==> src/hdl/extended_interval_alu_core_defines.svh <==
`ifndef EXTENDED_INTERVAL_ALU_CORE_DEFINES_SVH
`define EXTENDED_INTERVAL_ALU_CORE_DEFINES_SVH

// Same-cycle implication, checked on every rising clock edge outside reset.
`define EIA_ASSERT_NOW(label, ante, cons, msg) \
   label: assert property (@(posedge clock) disable iff (reset) (ante) |-> (cons)) \
      else $error(msg);

// Next-cycle implication, checked on every rising clock edge outside reset.
`define EIA_ASSERT_NEXT(label, ante, cons, msg) \
   label: assert property (@(posedge clock) disable iff (reset) (ante) |=> (cons)) \
      else $error(msg);

`endif

==> src/hdl/eia_pkg.sv <==
`default_nettype none

package eia_pkg;

   typedef enum logic [2:0] {
      ACT_ADD       = 3'd0,
      ACT_SUBTRACT  = 3'd1,
      ACT_MULTIPLY  = 3'd2,
      ACT_DIVIDE    = 3'd3,
      ACT_INTERSECT = 3'd4,
      ACT_TIGHTEN   = 3'd5
   } action_type;

   localparam int NUM_LANES = 4;

endpackage

`default_nettype wire

==> src/hdl/eia_div_cell.sv <==
`default_nettype none

module eia_div_cell import eia_pkg::*; #(
   parameter int VALUE_WIDTH   = 32,
   parameter int FRAC_BITS     = 16,
   parameter int PAYLOAD_WIDTH = 1,
   localparam int QuoWidth     = VALUE_WIDTH + FRAC_BITS
) (
   input  logic                     clock,
   input  logic                     reset,
   input  logic                     advance,
   input  logic                     prev_valid,
   input  logic [PAYLOAD_WIDTH-1:0] prev_payload,
   input  logic [VALUE_WIDTH-1:0]   prev_rem [NUM_LANES],
   input  logic [QuoWidth-1:0]      prev_num [NUM_LANES],
   input  logic [QuoWidth-1:0]      prev_quo [NUM_LANES],
   input  logic [VALUE_WIDTH-1:0]   prev_den [NUM_LANES],
   output logic                     valid_ff,
   output logic [PAYLOAD_WIDTH-1:0] payload_ff,
   output logic [VALUE_WIDTH-1:0]   rem_ff [NUM_LANES],
   output logic [QuoWidth-1:0]      num_ff [NUM_LANES],
   output logic [QuoWidth-1:0]      quo_ff [NUM_LANES],
   output logic [VALUE_WIDTH-1:0]   den_ff [NUM_LANES]
);

   logic [VALUE_WIDTH-1:0] rem_in [NUM_LANES];
   logic [QuoWidth-1:0]    num_in [NUM_LANES];
   logic [QuoWidth-1:0]    quo_in [NUM_LANES];

   // One restoring step per lane: bring down the next dividend bit and subtract if it fits.
   always_comb begin
      for (int i = 0; i < NUM_LANES; i++) begin
         logic [VALUE_WIDTH:0] trial;
         logic [VALUE_WIDTH:0] diff;
         logic                 fits;
         trial = {prev_rem[i], prev_num[i][QuoWidth-1]};
         diff = trial - {1'b0, prev_den[i]};
         fits = (trial >= {1'b0, prev_den[i]});
         rem_in[i] = fits ? diff[VALUE_WIDTH-1:0] : trial[VALUE_WIDTH-1:0];
         num_in[i] = prev_num[i] << 1;
         quo_in[i] = {prev_quo[i][QuoWidth-2:0], fits};
      end
   end

   always_ff @(posedge clock) begin
      if (reset) begin
         valid_ff <= 1'b0;
      end else if (advance) begin
         valid_ff <= prev_valid;
      end
      if (advance) begin
         payload_ff <= prev_payload;
         rem_ff     <= rem_in;
         num_ff     <= num_in;
         quo_ff     <= quo_in;
         den_ff     <= prev_den;
      end
   end

endmodule

`default_nettype wire

==> config.mk <==
export PLATFORM = sky130hd
export DESIGN_NAME = eia_div_cell
export DESIGN_NICKNAME = d
export VERILOG_FILES = /design/src/hdl/extended_interval_alu_core_defines.svh /design/src/hdl/eia_pkg.sv /design/src/hdl/eia_div_cell.sv
export SDC_FILE = /design/constraint.sdc
export NUM_CORES = 1
export LEC_CHECK = 0
export ABC_AREA = 1
export BUFFER_PORTS_ARGS = -buffer_cell sky130_fd_sc_hd__buf_2
export CAP_MARGIN = 20
export CORE_AREA = 5 5 505 507
export CTS_CLUSTER_SIZE = 8
export DETAILED_ROUTE_END_ITERATION = 6
export DIE_AREA = 0 0 510 512
export PLACE_DENSITY = 0.3
export SETUP_SLACK_MARGIN = 0.02
export SYNTH_ARGS = -nofsm -noshare
export SYNTH_HDL_FRONTEND = slang
export SYNTH_SLANG_ARGS = --single-unit
export TNS_END_PERCENT = 10
==> constraint.sdc <==
create_clock -name clock -period 4.3 [get_ports clock]
set_input_delay 0.215 -clock clock [delete_from_list [all_inputs] [get_ports clock]]
set_output_delay 0.215 -clock clock [all_outputs]
set_load 0.005 [all_outputs]
After elaboration in Yosys (flattened, before gate mapping)
Cells that the tools add are included.
W data, S select, Z words.

word-level totals
  output and inout port bits = 642
  logic and storage cells = 30
  flip-flop bits (word level) = 638
  input port bits = 645

operators by class
  order comparisons = 4
  add/sub/neg operators = 4
  muxes and demuxes = 4

operators with widths
  kind              number
  $ge A33 B32 Y1    4
  $mux W32          4
  $sub A32 B32 Y32  4

Logic depth before layout (Yosys ltp)
  depth after elaboration = 2
  mapped depth = 16
  mapped depth without buffers = 15

Worst setup path before layout
No wires, ideal clock.

  path type = input-to-reg
  start point = in prev_den[124] (netlist name)
  end point = reg rem_ff[118] (netlist name) (data pin)
  setup slack = 2.472 ns
  data required time = 4.048 ns
  stages on the path = 13
  arrival time = 1.576 ns
  path buffers = 1
  setup time = 0.252 ns
  path through = inv_1 > ha_1 > nand2_1 > nor2_1 > inv_1 > nor2_1 > nand2_1 > nand3_2 > nor2_4 > nand2_8 > buf_6 > nand2_1 > nand2_1

RTL lines
  item                    line                text
  start: declaration      eia_div_cell.sv:17  input logic [VALUE_WIDTH-1:0] prev_den [NUM_LANES],
  end signal: assignment  eia_div_cell.sv:53  rem_ff <= rem_in;
  end: declaration        eia_div_cell.sv:20  output logic [VALUE_WIDTH-1:0] rem_ff [NUM_LANES],

==> impl_metrics.env <==
export IMPL_status="finished, final reports clean"
export IMPL_report_final_slew_viol_count=0
export IMPL_vias_per_cell=3.409
export IMPL_finalSetupTns_ns=0
export IMPL_fin_nets=6096
export IMPL_max_freq_ghz=0.3621
export IMPL_drtIter0Drc=1475
export IMPL_grt_antenna_before_repair=34
export IMPL_endpoint_kind="flip-flop"
export IMPL_grt_pass1_vias=30925
export IMPL_slew_limit_headroom_pct=51.40
export IMPL_clock_latency_ns=0.68
export IMPL_clkSlewWorstSetupHoldPaths_ns=0.05
export IMPL_grt_remaining_overflow=0
export IMPL_cp_required_ns=4.71
export IMPL_critical_path_class="input port to flip-flop"
export IMPL_grt_max_degree=78
export IMPL_ant_nets=0
export IMPL_yosysSeqAreaShare_pct=60.02
export IMPL_root_buffer="clkbuf_16"
export IMPL_grt_pass1_wl_um=238600
export IMPL_synth_async_reset_ratio_pct=0
export IMPL_core_mm2=0.2500
export IMPL_die_area_mm2=0.2611
export IMPL_syn_area_mm2=0.03190
export IMPL_cp_arrival_ns=3.17
export IMPL_num_rows=184
export IMPL_fin_crit_sh_pct=64.23
export IMPL_vias=29724
export IMPL_cts_tree="yes"
export IMPL_htreeDepth=3
export IMPL_cp_max_fo=33
export IMPL_start_util_pct=12.76
export IMPL_synth_cells=3325
export IMPL_power_leakage_nw=24.49
export IMPL_drcViolationCount=0
export IMPL_die_h_um=512
export IMPL_ys_ff_latch=638
export IMPL_finalHoldViolations=0
export IMPL_fill_cells=27907
export IMPL_post_cts_resized=0
export IMPL_first_pass_iters=5
export IMPL_numPortBuffers=1278
export IMPL_setup_violations=0
export IMPL_hp_class="input port to flip-flop"
export IMPL_dp_hpwl_um=146900
export IMPL_vdd_drop_max_mv=0.2689
export IMPL_start_kind="input port"
export IMPL_clock_skew_ns=0
export IMPL_cts_buffer_depth=3
export IMPL_pin_count=1287
export IMPL_yosysUniqueCellTypes=35
export IMPL_track_usage_pct=12.92
export IMPL_cts_buffers=96
export IMPL_drive_above_1_share_pct=27.91
export IMPL_period_minus_slack_ns=2.762
export IMPL_worst_pin_slew_ns=0.7290
export IMPL_cts_sinks=638
export IMPL_drv_cap=0
export IMPL_ys_flop_type="edfxtp_1"
export IMPL_rsz0062_at_grt="false"
export IMPL_gp_congestion=0.8865
export IMPL_synth_warning_count=0
export IMPL_dieWidth_um=510
export IMPL_synth_edf_count=637
export IMPL_wl_um=177000
export IMPL_syn_mean_instance_area_um2=9.595
export IMPL_cts_setup_buffers=0
export IMPL_p_per_area_mw_per_mm2=370.2
export IMPL_p_total_mw=19.13
export IMPL_routedWlPerCell_um=20.30
export IMPL_synthToLayoutAreaGrowth_pct=61.99
[per-layer routing]
| layer | vias to the layer above | track usage, % | routed length, um |
|---|---|---|---|
| met4 | 10 | 3.945 | 5489 |
| met5 | - | 0 | 57 |
| met1 | 13890 | 14.89 | 71180 |
| met3 | 215 | 4.389 | 14750 |
| met2 | 1017 | 22.45 | 85550 |
| li1 | 14592 | - | - |
[layout make-up]
cell class / count / area, um2 / area share (%)
antenna: 19 / 47.55 / 0.09200
clock buffer: 107 / 2444 / 4.728
clock inverter: 24 / 404.1 / 0.7820
inverter: 635 / 2384 / 4.612
multi-input combinational: 2012 / 10050 / 19.45
sequential: 638 / 19150 / 37.05
tap: 3348 / 4189 / 8.106
timing repair buffer: 1936 / 13010 / 25.18
[registers in the layout, summed over array words and instances, names as in the netlist]
signal and count:
rem_ff 128, valid_ff 1, quo_ff 192, den_ff 128
payload_ff 1, num_ff 188
[cells by family (layout without fill, tap and decap cells)]
logic type	Yosys count	in the layout	share of synthesized area, %
AO/OA/AOI/OAI	91	91	1.490
XOR/XNOR	56	56	1.537
adder cells (fa/ha/maj)	132	132	5.271
buffers and inverters	678	2702	8.510
flip-flops	638	638	60.02
multiplexers	1	1	0.03138
other	1	23	0.01175
AND/OR/NAND/NOR	1728	1728	23.13
[metrics by stage]
step / utilization [%] / instances / cell area [um2] / setup WS (ns) / hold slack (ns)
after floorplan: - / 3328 / 31910 / 2.472 / 0.2874
after global placement: 16.97 / 7933 / 42420 / 1.361 / 0.3748
after detailed placement: 16.97 / 7933 / 42420 / 1.388 / 0.3790
after CTS: 20.65 / 8699 / 51620 / 1.590 / 0.009907
after global routing: 20.66 / 8713 / 51660 / 1.417 / 0.07642
final: 20.67 / 8719 / 51680 / 1.538 / 0.1719
[cells in the mapped netlist (2+ instances only)]
library cell	n	area share [%]
nor3_4	3	0.15
buf_2	18	0.28
nand3_1	231	3.6
a21oi_1	80	1.3
fa_1	4	0.25
nand2_8	4	0.25
nand2_1	1201	14
nor3_1	29	0.45
nand3_2	19	0.60
and2_1	19	0.37
inv_2	5	0.059
xnor2_1	4	0.11
nand3b_1	11	0.26
o21ai_0	3	0.047
inv_1	630	7.4
edfxtp_1	637	60
nor2_1	148	1.7
buf_4	13	0.31
xor2_1	52	1.4
nor2_2	20	0.39
nor2_4	4	0.14
or2_2	2	0.039
buf_6	11	0.39
nand3b_2	3	0.11
ha_1	128	5.0
o21bai_1	7	0.16
nand4_1	13	0.25
nand2_4	12	0.42
nand2_2	8	0.16
[where the power goes]
| part | total [mW] | internal (mW) | switching (mW) |
|---|---|---|---|
| logic | 3.90 | 1.55 | 2.34 |
| registers | 7.77 | 7.55 | 0.217 |
| clock network | 7.47 | 4.32 | 3.15 |
| total | 19.1 | 13.4 | 5.71 |
[worst paths after layout]
| kind | from | end | slack [ns] | cells after the start |
|---|---|---|---|---|
| worst max register to register | valid_ff$_SDFFE_PP0P_ | valid_ff$_SDFFE_PP0P_ | 3.16 | 3 |
| worst min register to register | valid_ff$_SDFFE_PP0P_ | valid_ff$_SDFFE_PP0P_ | 1.05 | 3 |
| worst max-delay path | prev_den[47] | rem_ff[37]$_DFFE_PP_ | 1.54 | 16 |
| worst min-delay path | prev_quo[159] | quo_ff[160]$_DFFE_PP_ | 0.17 | 2 |
[layout by cell type, fill, tap and decap left out, drive strengths merged]
master / netlist / routed
a21o: 1 / 1
a21oi: 80 / 80
and2: 19 / 19
buf: 43 / 1300
bufinv: 0 / 5
clkbuf: 0 / 107
clkinv: 0 / 17
clkinvlp: 0 / 1
conb: 1 / 4
dfxtp: 1 / 1
diode: 0 / 19
dlygate4sd3: 0 / 636
edfxtp: 637 / 637
fa: 4 / 4
ha: 128 / 128
inv: 635 / 636
mux2i: 1 / 1
nand2: 1225 / 1225
nand3: 250 / 250
nand3b: 14 / 14
nand4: 13 / 13
nor2: 172 / 172
nor3: 33 / 33
o21ai: 3 / 3
o21bai: 7 / 7
or2: 2 / 2
xnor2: 4 / 4
xor2: 52 / 52
[what timing repair did]
action,CTS,global route
hold buffers,635,1
setup endpoints to repair,0,0
endpoints found under the hold margin,652,1
[critical path, cell delays in order]
cell and delay (ns):
dlygate4sd3_1 0.57, buf_2 0.16, inv_1 0.22, ha_1 0.34, nand2_1 0.20, inv_1 0.06, nand2_1 0.07, nand2_1 0.07
inv_1 0.06, nand2_1 0.09, inv_1 0.12, nand2_4 0.07, nand2_4 0.36, nand2_8 0.28, nand2_1 0.14, nand2_1 0.12
(Power assumes the default switching activity.)
